**src/hw/rtl/hlus_pkg.sv**
```systemverilog
// Shared types and constants for the histogram log-uniform sampler.
// Holds the controller command codes, the status bundle and the field codes.
// No dependencies.
`default_nettype none

package hlus_pkg;

    localparam int MAX_EDGES_DEF     = 256;
    localparam int ENERGY_BITS_DEF   = 48;
    localparam int WEIGHT_BITS_DEF   = 32;
    localparam int FRACTION_BITS_DEF = 32;

    localparam int MODE_BITS   = 2;
    localparam int SUM_BITS    = 40;
    localparam int PICK_BITS   = 32;
    localparam int BIN_BITS    = 8;
    localparam int STATUS_BITS = 3;
    localparam int MANT_BITS   = 64;
    localparam int EXP_BITS    = 6;

    localparam logic [SUM_BITS-1:0] SUM_MAX = '1;

    localparam logic [MODE_BITS-1:0] MODE_CLEAR  = 2'd0;
    localparam logic [MODE_BITS-1:0] MODE_APPEND = 2'd1;
    localparam logic [MODE_BITS-1:0] MODE_SAMPLE = 2'd2;

    localparam logic [STATUS_BITS-1:0] STATUS_OK         = 3'd0;
    localparam logic [STATUS_BITS-1:0] STATUS_ZERO_EDGE  = 3'd1;
    localparam logic [STATUS_BITS-1:0] STATUS_DECREASING = 3'd2;
    localparam logic [STATUS_BITS-1:0] STATUS_FULL       = 3'd3;
    localparam logic [STATUS_BITS-1:0] STATUS_NOT_READY  = 3'd4;

    typedef logic [4:0] cmd_t;

    localparam cmd_t CMD_NOP       = 5'd0;
    localparam cmd_t CMD_LOAD      = 5'd1;
    localparam cmd_t CMD_CLEAR     = 5'd2;
    localparam cmd_t CMD_APPEND    = 5'd3;
    localparam cmd_t CMD_ZERO_RES  = 5'd4;
    localparam cmd_t CMD_NOT_READY = 5'd5;
    localparam cmd_t CMD_RHS_LO    = 5'd6;
    localparam cmd_t CMD_RHS_HI    = 5'd7;
    localparam cmd_t CMD_SRCH_RD   = 5'd8;
    localparam cmd_t CMD_SRCH_CMP  = 5'd9;
    localparam cmd_t CMD_RD_LO     = 5'd10;
    localparam cmd_t CMD_RD_HI     = 5'd11;
    localparam cmd_t CMD_GOT_HI    = 5'd12;
    localparam cmd_t CMD_LOG_LO    = 5'd13;
    localparam cmd_t CMD_LOG_HI    = 5'd14;
    localparam cmd_t CMD_TGT_A     = 5'd15;
    localparam cmd_t CMD_TGT_B     = 5'd16;
    localparam cmd_t CMD_TGT_C     = 5'd17;
    localparam cmd_t CMD_EXP_MID   = 5'd18;
    localparam cmd_t CMD_LOG_MID   = 5'd19;
    localparam cmd_t CMD_EXP_UPD   = 5'd20;
    localparam cmd_t CMD_SAMPLE_OK = 5'd21;
    localparam cmd_t CMD_OUT_LOAD  = 5'd22;

    typedef struct packed {
        logic [MODE_BITS-1:0] mode;
        logic                 not_ready;
        logic                 srch_more;
        logic                 exp_more;
        logic                 log_done;
    } dp_status_t;

endpackage

`default_nettype wire

```
**src/hw/rtl/hlus_ctrl.sv**
```systemverilog
// Controller state machine of the sampler: sequences the datapath by commands
// and owns both handshakes. Depends on hlus_pkg.
`default_nettype none

module hlus_ctrl (
    input  logic                 clk,
    input  logic                 rst_n,
    input  logic                 item_valid,
    output logic                 item_stall,
    output logic                 result_valid,
    input  logic                 result_stall,
    output hlus_pkg::cmd_t       cmd,
    input  hlus_pkg::dp_status_t stat
);
    import hlus_pkg::*;

    localparam logic [4:0] ST_IDLE      = 5'd0;
    localparam logic [4:0] ST_DECODE    = 5'd1;
    localparam logic [4:0] ST_RHS_HI    = 5'd2;
    localparam logic [4:0] ST_SRCH      = 5'd3;
    localparam logic [4:0] ST_SRCH_CMP  = 5'd4;
    localparam logic [4:0] ST_RD_HI     = 5'd5;
    localparam logic [4:0] ST_GOT_HI    = 5'd6;
    localparam logic [4:0] ST_LOG_LO    = 5'd7;
    localparam logic [4:0] ST_WAIT_LO   = 5'd8;
    localparam logic [4:0] ST_LOG_HI    = 5'd9;
    localparam logic [4:0] ST_WAIT_HI   = 5'd10;
    localparam logic [4:0] ST_TGT_A     = 5'd11;
    localparam logic [4:0] ST_TGT_B     = 5'd12;
    localparam logic [4:0] ST_TGT_C     = 5'd13;
    localparam logic [4:0] ST_EXP       = 5'd14;
    localparam logic [4:0] ST_EXP_START = 5'd15;
    localparam logic [4:0] ST_EXP_WAIT  = 5'd16;
    localparam logic [4:0] ST_EXP_UPD   = 5'd17;
    localparam logic [4:0] ST_OUT       = 5'd18;

    logic [4:0] state_reg;
    logic [4:0] state_next;
    logic       out_valid_reg;
    logic       out_valid_next;
    logic       out_free;

    assign out_free = !out_valid_reg || !result_stall;

    always_comb
    begin
        state_next = state_reg;
        cmd        = CMD_NOP;
        unique case (state_reg)
            ST_IDLE:
            begin
                if (item_valid)
                begin
                    cmd        = CMD_LOAD;
                    state_next = ST_DECODE;
                end
            end
            ST_DECODE:
            begin
                state_next = ST_OUT;
                unique case (stat.mode)
                    MODE_CLEAR:  cmd = CMD_CLEAR;
                    MODE_APPEND: cmd = CMD_APPEND;
                    MODE_SAMPLE:
                    begin
                        if (stat.not_ready)
                        begin
                            cmd = CMD_NOT_READY;
                        end
                        else
                        begin
                            cmd        = CMD_RHS_LO;
                            state_next = ST_RHS_HI;
                        end
                    end
                    default:     cmd = CMD_ZERO_RES;
                endcase
            end
            ST_RHS_HI:
            begin
                cmd        = CMD_RHS_HI;
                state_next = ST_SRCH;
            end
            ST_SRCH:
            begin
                if (stat.srch_more)
                begin
                    cmd        = CMD_SRCH_RD;
                    state_next = ST_SRCH_CMP;
                end
                else
                begin
                    cmd        = CMD_RD_LO;
                    state_next = ST_RD_HI;
                end
            end
            ST_SRCH_CMP:
            begin
                cmd        = CMD_SRCH_CMP;
                state_next = ST_SRCH;
            end
            ST_RD_HI:
            begin
                cmd        = CMD_RD_HI;
                state_next = ST_GOT_HI;
            end
            ST_GOT_HI:
            begin
                cmd        = CMD_GOT_HI;
                state_next = ST_LOG_LO;
            end
            ST_LOG_LO:
            begin
                cmd        = CMD_LOG_LO;
                state_next = ST_WAIT_LO;
            end
            ST_WAIT_LO:  if (stat.log_done) state_next = ST_LOG_HI;
            ST_LOG_HI:
            begin
                cmd        = CMD_LOG_HI;
                state_next = ST_WAIT_HI;
            end
            ST_WAIT_HI:  if (stat.log_done) state_next = ST_TGT_A;
            ST_TGT_A:
            begin
                cmd        = CMD_TGT_A;
                state_next = ST_TGT_B;
            end
            ST_TGT_B:
            begin
                cmd        = CMD_TGT_B;
                state_next = ST_TGT_C;
            end
            ST_TGT_C:
            begin
                cmd        = CMD_TGT_C;
                state_next = ST_EXP;
            end
            ST_EXP:
            begin
                if (stat.exp_more)
                begin
                    cmd        = CMD_EXP_MID;
                    state_next = ST_EXP_START;
                end
                else
                begin
                    cmd        = CMD_SAMPLE_OK;
                    state_next = ST_OUT;
                end
            end
            ST_EXP_START:
            begin
                cmd        = CMD_LOG_MID;
                state_next = ST_EXP_WAIT;
            end
            ST_EXP_WAIT: if (stat.log_done) state_next = ST_EXP_UPD;
            ST_EXP_UPD:
            begin
                cmd        = CMD_EXP_UPD;
                state_next = ST_EXP;
            end
            ST_OUT:
            begin
                // Wait until the output register is empty or being emptied this cycle.
                if (out_free)
                begin
                    cmd        = CMD_OUT_LOAD;
                    state_next = ST_IDLE;
                end
            end
            default:     state_next = ST_IDLE;
        endcase
    end

    always_comb
    begin
        if (cmd == CMD_OUT_LOAD)
            out_valid_next = 1'b1;
        else if (!result_stall)
            out_valid_next = 1'b0;
        else
            out_valid_next = out_valid_reg;
    end

    always_ff @(posedge clk or negedge rst_n)
    begin
        if (!rst_n)
        begin
            state_reg     <= ST_IDLE;
            out_valid_reg <= 1'b0;
        end
        else
        begin
            state_reg     <= state_next;
            out_valid_reg <= out_valid_next;
        end
    end

    assign item_stall   = state_reg != ST_IDLE;
    assign result_valid = out_valid_reg;

endmodule

`default_nettype wire

```
**config.mk**
```make
export PLATFORM = sky130hd
export DESIGN_NAME = hlus_ctrl
export DESIGN_NICKNAME = d
export VERILOG_FILES = /design/src/hw/rtl/hlus_pkg.sv /design/src/hw/rtl/hlus_ctrl.sv
export SDC_FILE = /design/constraint.sdc
export NUM_CORES = 1
export LEC_CHECK = 0
export ABC_AREA = 1
export BUFFER_PORTS_ARGS = -buffer_cell sky130_fd_sc_hd__clkbuf_2
export CAP_MARGIN = 30
export CORE_MARGIN = 1.5
export CORE_UTILIZATION = 56
export DETAILED_ROUTE_END_ITERATION = 10
export GPL_TIMING_DRIVEN = 0
export PLACE_DENSITY_LB_ADDON = 0.1
export SLEW_MARGIN = 20
export SYNTH_ARGS = -nofsm -noshare
export SYNTH_HDL_FRONTEND = slang
export SYNTH_SLANG_ARGS = --single-unit
export TNS_END_PERCENT = 30
```
**constraint.sdc**
```tcl
create_clock -name clk -period 2.8 [get_ports clk]
set_input_delay 0.84 -clock clk [delete_from_list [all_inputs] [get_ports clk]]
set_output_delay 0.84 -clock clk [all_outputs]
set_load 0.02 [all_outputs]
```
==> impl_metrics.env, run 1 <==
export IMPL_status="finished clean"
export IMPL_detail_route_iter0_violations=60
export IMPL_chipWidth_um=39.65
export IMPL_cts_buffers=3
export IMPL_ys_warn_count=0
export IMPL_finalPower_mw=0.9640
export IMPL_cp_start_kind="flip-flop"
export IMPL_grt_setup_unrepaired="no"
export IMPL_r2r_start="state_reg[1]"
export IMPL_die_height_um=39.65
export IMPL_crit_top_cell="sky130_fd_sc_hd__nand4_1"
export IMPL_rrSetupSlack_ns=1.39
export IMPL_layout_drive_gt1_share=0.3333
export IMPL_area_share_of_the_largest_cell_type_after_synthesis=0.1997
export IMPL_cp_data_arrival_time_ns=1.69
export IMPL_core_rowCount=13
export IMPL_area_delta_synth_final_pct=16.14
export IMPL_rr_endpoint="state_reg[3]"
export IMPL_post_synth_top_count_cell="sky130_fd_sc_hd__nand2_1"
export IMPL_die_area_mm2=0.001572
export IMPL_clock_sinks=6
export IMPL_postCtsHoldBufs=0
export IMPL_nNetsFinal=150
export IMPL_post_placement_cell_count=150
export IMPL_final_setup_skew_ns=0.004012
export IMPL_post_synth_main_area_contributors="sky130_fd_sc_hd__dfrtp_1 20%, sky130_fd_sc_hd__nand2_1 15%, sky130_fd_sc_hd__nand3_1 10%"
export IMPL_cap_violations=0
export IMPL_layout_min_cycle_time_ns=2.532
export IMPL_p_leak_nw=0.5001
export IMPL_cp_cell_sequence="nor2_4, nand4_1, and3_1, nand4_1, clkbuf_2"
export IMPL_critical_path_max_stage_delay_ns=0.48
export IMPL_critPathRequiredTime_ns=1.96
export IMPL_ctsHtreeMaxLevel=1
export IMPL_syn_mean_instance_area_um2=6.319
export IMPL_worst_ir_drop_vdd_v=0.0006160
export IMPL_routedWlPerCell_um=12.30
export IMPL_period_share=0.9044
export IMPL_design_portCount=17
export IMPL_post_dp_hpwl_mm=1.490
export IMPL_gp_congestion=0.9141
export IMPL_clkTransAtPathRegs_ns=0.04
export IMPL_largest_register_ffs=5
export IMPL_synth_edf_count=0
export IMPL_critical_path_peak_fanout=10
export IMPL_critical_path_start="state_reg[3]"
export IMPL_io_buf_count=16
export IMPL_grt_util_all_layers=0.2759
export IMPL_unique_cell_type_count_in_the_yosys_netlist=23
export IMPL_worst_setup_slack_final_ns=0.2677
export IMPL_post_cts_sizing_count=0
export IMPL_cts_root_buf="sky130_fd_sc_hd__clkbuf_4"
export IMPL_setup_worst_path_end_class="output pin"
export IMPL_diodes=0
export IMPL_synth_sequential_area_ratio=0.1997
export IMPL_hold_class="input pin to async pin"
export IMPL_timing_critical_path_slowest_stage_cell="sky130_fd_sc_hd__dfrtp_1"
export IMPL_placement_setup_worst_slack_ns=0.3087
export IMPL_routed_wl_met2_um=887
export IMPL_setup_violations_final=0
export IMPL_stdcell_count=153
export IMPL_cts_path_max_buffers=2
export IMPL_number_of_buffer_and_inverter_stages_on_the_critical_path=1
export IMPL_path_class="flip-flop to output pin"
export IMPL_reg2reg_depth=7
export IMPL_drt_total_wl_mm=1.882
export IMPL_fp_coreArea_mm2=0.001269
export IMPL_synthesis_instances=119
export IMPL_gr_total_overflow=0
export IMPL_dr_max_layer_used="met4"
export IMPL_worst_skew_pair_late_latency_ns=0.25
export IMPL_async_s_r_ff_share_synth=1.000
export IMPL_route_antenna_remaining_nets=0
export IMPL_mappedNetlistNets=129
export IMPL_final_hold_violation_count=0
export IMPL_tritoncts="built"
export IMPL_synth_commonest_cells="31 x sky130_fd_sc_hd__nand2_1, 15 x sky130_fd_sc_hd__nand3_1, 9 x sky130_fd_sc_hd__nor2_1, 7 x sky130_fd_sc_hd__inv_1, 7 x sky130_fd_sc_hd__nand4_1"
export IMPL_fin_tns_setup_ns=0
export IMPL_slew_headroom=0.7932
export IMPL_cpLargestDelayFamily="simple AND/OR/NAND/NOR gates"
export IMPL_routedLengthMet1_um=789
export IMPL_drc=0
export IMPL_grt_first_pass_wirelength_mm=2.877
export IMPL_detail_route_first_pass_iterations=4
export IMPL_grt_antenna_before_repair=0
export IMPL_grt_start_max_net_pins=11
export IMPL_floorplan_initialDensity=0.5927
export IMPL_via_count_of_the_first_global_routing_pass=711
export IMPL_route_detailed_vias_per_inst=5.699
export IMPL_postCtsSetupRepairBufs=0
export IMPL_ffs_latches_synth=6
export IMPL_timing_max_transition_violations_final=0
export IMPL_syn_cell_area_um2=752.0
export IMPL_finalHoldWorstSlack_ns=0.4101
export IMPL_post_synth_top_area_cell="sky130_fd_sc_hd__dfrtp_1"
export IMPL_wl_met3_um=198
export IMPL_fmax_mhz=394.9
export IMPL_vias=872
export IMPL_worst_slew_pin_transition_ns=0.3102
export IMPL_synth_main_ff_cell="sky130_fd_sc_hd__dfrtp_1"
export IMPL_pwr_density_cell_mw_per_mm2=1104
[worst max path at each step]
stage,to,slack [ns],depth (start not counted)
final,cmd[1],0.27,5
after global routing,cmd[0],0.20,7
after CTS,cmd[1],0.28,5
after detailed placement,cmd[0],0.31,6
after global placement,cmd[0],0.32,6
after floorplan,cmd[0],0.48,5
[report_power, final]
part | total, mW | switching, mW | internal [mW]
Clock | 0.0799 | 0.0314 | 0.0485
Combinational | 0.717 | 0.478 | 0.239
Sequential | 0.167 | 0.0460 | 0.121
Total | 0.964 | 0.556 | 0.408
[worst register-to-register path: stages (launching register included)]
cell and delay, ns:
sky130_fd_sc_hd__dfrtp_1 0.49, sky130_fd_sc_hd__inv_2 0.13, sky130_fd_sc_hd__nand2_2 0.11, sky130_fd_sc_hd__inv_2 0.06, sky130_fd_sc_hd__nand2_1 0.08, sky130_fd_sc_hd__nand2_1 0.08
sky130_fd_sc_hd__a21oi_1 0.19, sky130_fd_sc_hd__nand4_1 0.12
[cell families (layout without fill, tap and decap cells)]
logic type | Yosys count | in the layout | synth area share
AO/OA/AOI/OAI | 12 | 12 | 0.09317
buffers and inverters | 17 | 36 | 0.1048
flip-flops | 6 | 6 | 0.1997
AND/OR/NAND/NOR | 84 | 84 | 0.6023
[routing by layer]
layer,global-route usage,vias up
met3,0.05114,2
met1,0.3562,379
li1,-,440
met2,0.4713,51
met4,0.05172,0
met5,0,-
[layout make-up]
cell class | count | area (um^2)
Buffer | 3 | 26.28
Clock buffer | 3 | 22.52
Fill cell | 123 | 395.4
Inverter | 14 | 52.55
Multi-Input combinational cell | 96 | 523.0
Sequential cell | 6 | 150.1
Tap cell | 15 | 18.77
Timing Repair Buffer | 16 | 80.08
[cell usage in the layout (no fill, tap or decap), types with 3 or more instances in the layout]
cell                        n
sky130_fd_sc_hd__nand4_1    7
sky130_fd_sc_hd__nand3b_1   3
sky130_fd_sc_hd__dfrtp_1    6
sky130_fd_sc_hd__nor2_2     3
sky130_fd_sc_hd__inv_1      7
sky130_fd_sc_hd__inv_2      6
sky130_fd_sc_hd__a21oi_1    6
sky130_fd_sc_hd__nand2_2    6
sky130_fd_sc_hd__clkbuf_2  16
sky130_fd_sc_hd__clkbuf_4   3
sky130_fd_sc_hd__nor2_1     9
sky130_fd_sc_hd__nand3_2    5
sky130_fd_sc_hd__nand3_1   15
sky130_fd_sc_hd__nand2_1   31
[metrics by stage]
stage / instance area [um^2] / utilization
after floorplan: 752.0 / -
after global placement: 850.8 / 0.6706
after detailed placement: 850.8 / 0.6706
after CTS: 873.3 / 0.6884
after global routing: 873.3 / 0.6884
final: 873.3 / 0.6884
No activity file was read; power rests on OpenSTA's default activity.
==> inputs of run 2 (changes only) <==
- ABC_AREA: 1 -> unset
- CORE_AREA: unset -> 2 2 39 41
- CORE_MARGIN: 1.5 -> unset
- CORE_UTILIZATION: 56 -> unset
- DIE_AREA: unset -> 0 0 41 43
==> impl_metrics.env, run 2 <==
export IMPL_ys_warn_count=0
export IMPL_synthSimpleGateAreaFrac=0.2855
export IMPL_grt_first_pass_wirelength_mm=2.877
export IMPL_post_synth_top_area_cell="sky130_fd_sc_hd__dfrtp_1"
export IMPL_area_delta_synth_final_pct=30.94
export IMPL_floorplan_initialDensity=0.4910
export IMPL_async_s_r_ff_share_synth=1.000
export IMPL_postCtsHoldBufs=0
export IMPL_status="finished clean"
export IMPL_design_portCount=17
export IMPL_chipWidth_um=41
export IMPL_cts_root_buf="sky130_fd_sc_hd__clkbuf_4"
export IMPL_largest_register_ffs=5
export IMPL_vias=776
export IMPL_ctsHtreeMaxLevel=1
export IMPL_cts_buffers=3
export IMPL_post_dp_hpwl_mm=1.361
export IMPL_fin_tns_setup_ns=0
export IMPL_cts_path_max_buffers=2
export IMPL_grt_util_all_layers=0.2374
export IMPL_synthesis_instances=89
export IMPL_ffs_latches_synth=6
export IMPL_final_setup_skew_ns=0.002517
export IMPL_cp_data_arrival_time_ns=1.91
export IMPL_grt_antenna_before_repair=0
export IMPL_syn_mean_instance_area_um2=7.634
export IMPL_synth_commonest_cells="8 x sky130_fd_sc_hd__nand2_1, 7 x sky130_fd_sc_hd__a21oi_1, 7 x sky130_fd_sc_hd__nand2b_1"
export IMPL_drt_total_wl_mm=2.016
export IMPL_clock_sinks=6
export IMPL_most_common_cell_after_layout_fill_and_taps_aside="sky130_fd_sc_hd__clkbuf_2"
export IMPL_critPathRequiredTime_ns=1.96
export IMPL_slew_headroom=0.7176
export IMPL_timing_max_transition_violations_final=0
export IMPL_fmax_mhz=363.8
export IMPL_synth_sequential_area_ratio=0.2210
export IMPL_hold_class="input pin to async pin"
export IMPL_postLayoutCoreUtil=0.6429
export IMPL_worst_slew_pin_transition_ns=0.4236
export IMPL_route_antenna_remaining_nets=0
export IMPL_detail_route_iter0_violations=18
export IMPL_synth_compound_area_share=0.3462
export IMPL_worst_ir_drop_vdd_v=0.0004977
export IMPL_via_count_of_the_first_global_routing_pass=661
export IMPL_synth_top_family_by_area="compound AO/OA/AOI/OAI gates"
export IMPL_nNetsFinal=126
export IMPL_mappedNetlistNets=99
export IMPL_die_height_um=43
export IMPL_unique_cell_type_count_in_the_yosys_netlist=39
export IMPL_filler_cell_count=131
export IMPL_clkTransAtPathRegs_ns=0.05
export IMPL_post_synth_top_count_cell="sky130_fd_sc_hd__nand2_1"
export IMPL_critical_path_peak_fanout=5
export IMPL_die_area_mm2=0.001763
export IMPL_most_frequent_cells_in_the_layout="16 x sky130_fd_sc_hd__clkbuf_2, 8 x sky130_fd_sc_hd__nand2_1, 8 x sky130_fd_sc_hd__buf_4"
export IMPL_drc=0
export IMPL_setup_violations_final=0
export IMPL_worst_skew_pair_late_latency_ns=0.25
export IMPL_synth_edf_count=0
export IMPL_route_detailed_vias_per_inst=5.969
export IMPL_area_share_of_the_largest_cell_type_after_synthesis=0.2210
export IMPL_gr_total_overflow=0
export IMPL_post_synth_main_area_contributors="sky130_fd_sc_hd__dfrtp_1 22%, sky130_fd_sc_hd__nand2b_1 6.4%, sky130_fd_sc_hd__a21oi_1 5.2%"
export IMPL_post_placement_cell_count=121
export IMPL_core_rowCount=14
export IMPL_detail_route_first_pass_iterations=4
export IMPL_routedWlPerCell_um=15.51
export IMPL_synth_main_ff_cell="sky130_fd_sc_hd__dfrtp_1"
export IMPL_setup_worst_path_end_class="output pin"
export IMPL_syn_cell_area_um2=679.4
export IMPL_cap_violations=0
export IMPL_diodes=0
export IMPL_io_buf_count=16
export IMPL_tritoncts="built"
export IMPL_fp_coreArea_mm2=0.001384
export IMPL_synth_xor_xnor_area_share=0.01289
export IMPL_layout_drive_gt1_share=0.3596
export IMPL_period_share=0.9818
export IMPL_p_leak_nw=0.4134
export IMPL_post_synth_mux_area_share=0.04604
export IMPL_synth_fa_ha_area_frac=0
export IMPL_gp_congestion=0.9305
export IMPL_path_class="flip-flop to output pin"
export IMPL_pwr_density_cell_mw_per_mm2=1251
export IMPL_placement_setup_worst_slack_ns=0.09441
export IMPL_layout_min_cycle_time_ns=2.749
export IMPL_stdcell_count=130
export IMPL_final_hold_violation_count=0
export IMPL_cp_start_kind="flip-flop"
export IMPL_finalPower_mw=1.112
export IMPL_grt_start_max_net_pins=11
export IMPL_worst_setup_slack_final_ns=0.05091
## run 2: cell types whose count changed in the layout (fill, tap and decap cells not counted), moves of 5 or more
cell,delta
sky130_fd_sc_hd__buf_4,+6
sky130_fd_sc_hd__inv_2,-6
sky130_fd_sc_hd__nand2_1,-23
sky130_fd_sc_hd__nand2_2,-6
sky130_fd_sc_hd__nand2b_1,+6
sky130_fd_sc_hd__nand3_1,-13
sky130_fd_sc_hd__nand3_2,-5
sky130_fd_sc_hd__nand4_1,-6
sky130_fd_sc_hd__nor2_1,-7
## run 2: critical path, cell delays in order (launching register included)
cell                        delay (ns)
sky130_fd_sc_hd__dfrtp_1          0.37
sky130_fd_sc_hd__buf_6            0.13
sky130_fd_sc_hd__or3b_4           0.41
sky130_fd_sc_hd__or3_4            0.38
sky130_fd_sc_hd__nand2b_4         0.15
sky130_fd_sc_hd__o2111ai_2        0.09
sky130_fd_sc_hd__buf_6            0.14
## run 2: layout make-up
| type | count | area (um^2) | area share |
|---|---|---|---|
| flip-flops and latches | 6 | 153.9 | 0.1730 |
| clock buffers | 3 | 22.52 | 0.02532 |
| repair buffers | 24 | 152.6 | 0.1716 |
| plain buffers | 7 | 36.28 | 0.04079 |
| well taps | 16 | 20.02 | 0.02250 |
| inverters | 3 | 11.26 | 0.01266 |
| multi-input cells | 71 | 493.0 | 0.5541 |
## run 2: path summary, 6_finish.rpt
check	from	to	slack, ns	depth (start not counted)
worst max-delay path	state_reg[2]	cmd[1]	0.05	6
worst min register to register	result_valid	result_valid	0.65	2
worst max register to register	state_reg[2]	state_reg[4]	0.73	6
worst min-delay path	rst_n	result_valid	0.41	1
max in group asynchronous	rst_n	state_reg[4]	2.21	1
min in group clk	result_valid	result_valid	0.65	2
## run 2: repair_timing
item	4_1_cts	5_1_grt
pin swaps	0	4
buffers inserted	0	8
resized for setup	5	12
endpoints found under the setup margin	1	2
## run 2: metal layers
layer	track usage	wire length [um]	up-vias	share of wire
met5	0	0	-	0
met3	0.06806	116	2	0.058
met1	0.3344	946	357	0.47
met2	0.3438	935	35	0.46
li1	-	-	382	-
met4	0.06667	17	0	0.0084
## run 2: cell families (layout without fill, tap and decap cells)
group,count (synthesis),after routing
flip-flops,6,6
XOR/XNOR,1,1
buffers and inverters,12,37
AND/OR/NAND/NOR,34,34
multiplexers,3,3
AO/OA/AOI/OAI,33,33
## run 2: report_power, final
part / switching, mW / total (mW) / internal, mW
Sequential: 0.0453 / 0.171 / 0.125
Clock: 0.0341 / 0.0828 / 0.0487
Combinational: 0.475 / 0.859 / 0.384
Total: 0.554 / 1.11 / 0.558
## run 2: stage by stage
| step | area (um^2) | hold slack, ns |
|---|---|---|
| floorplan | 679.4 | 0.5444 |
| finish | 889.6 | 0.4141 |
| detailed placement | 779.5 | 0.5906 |
| CTS | 809.5 | 0.4178 |
| global route | 889.6 | 0.4161 |
| global placement | 779.5 | 0.5955 |
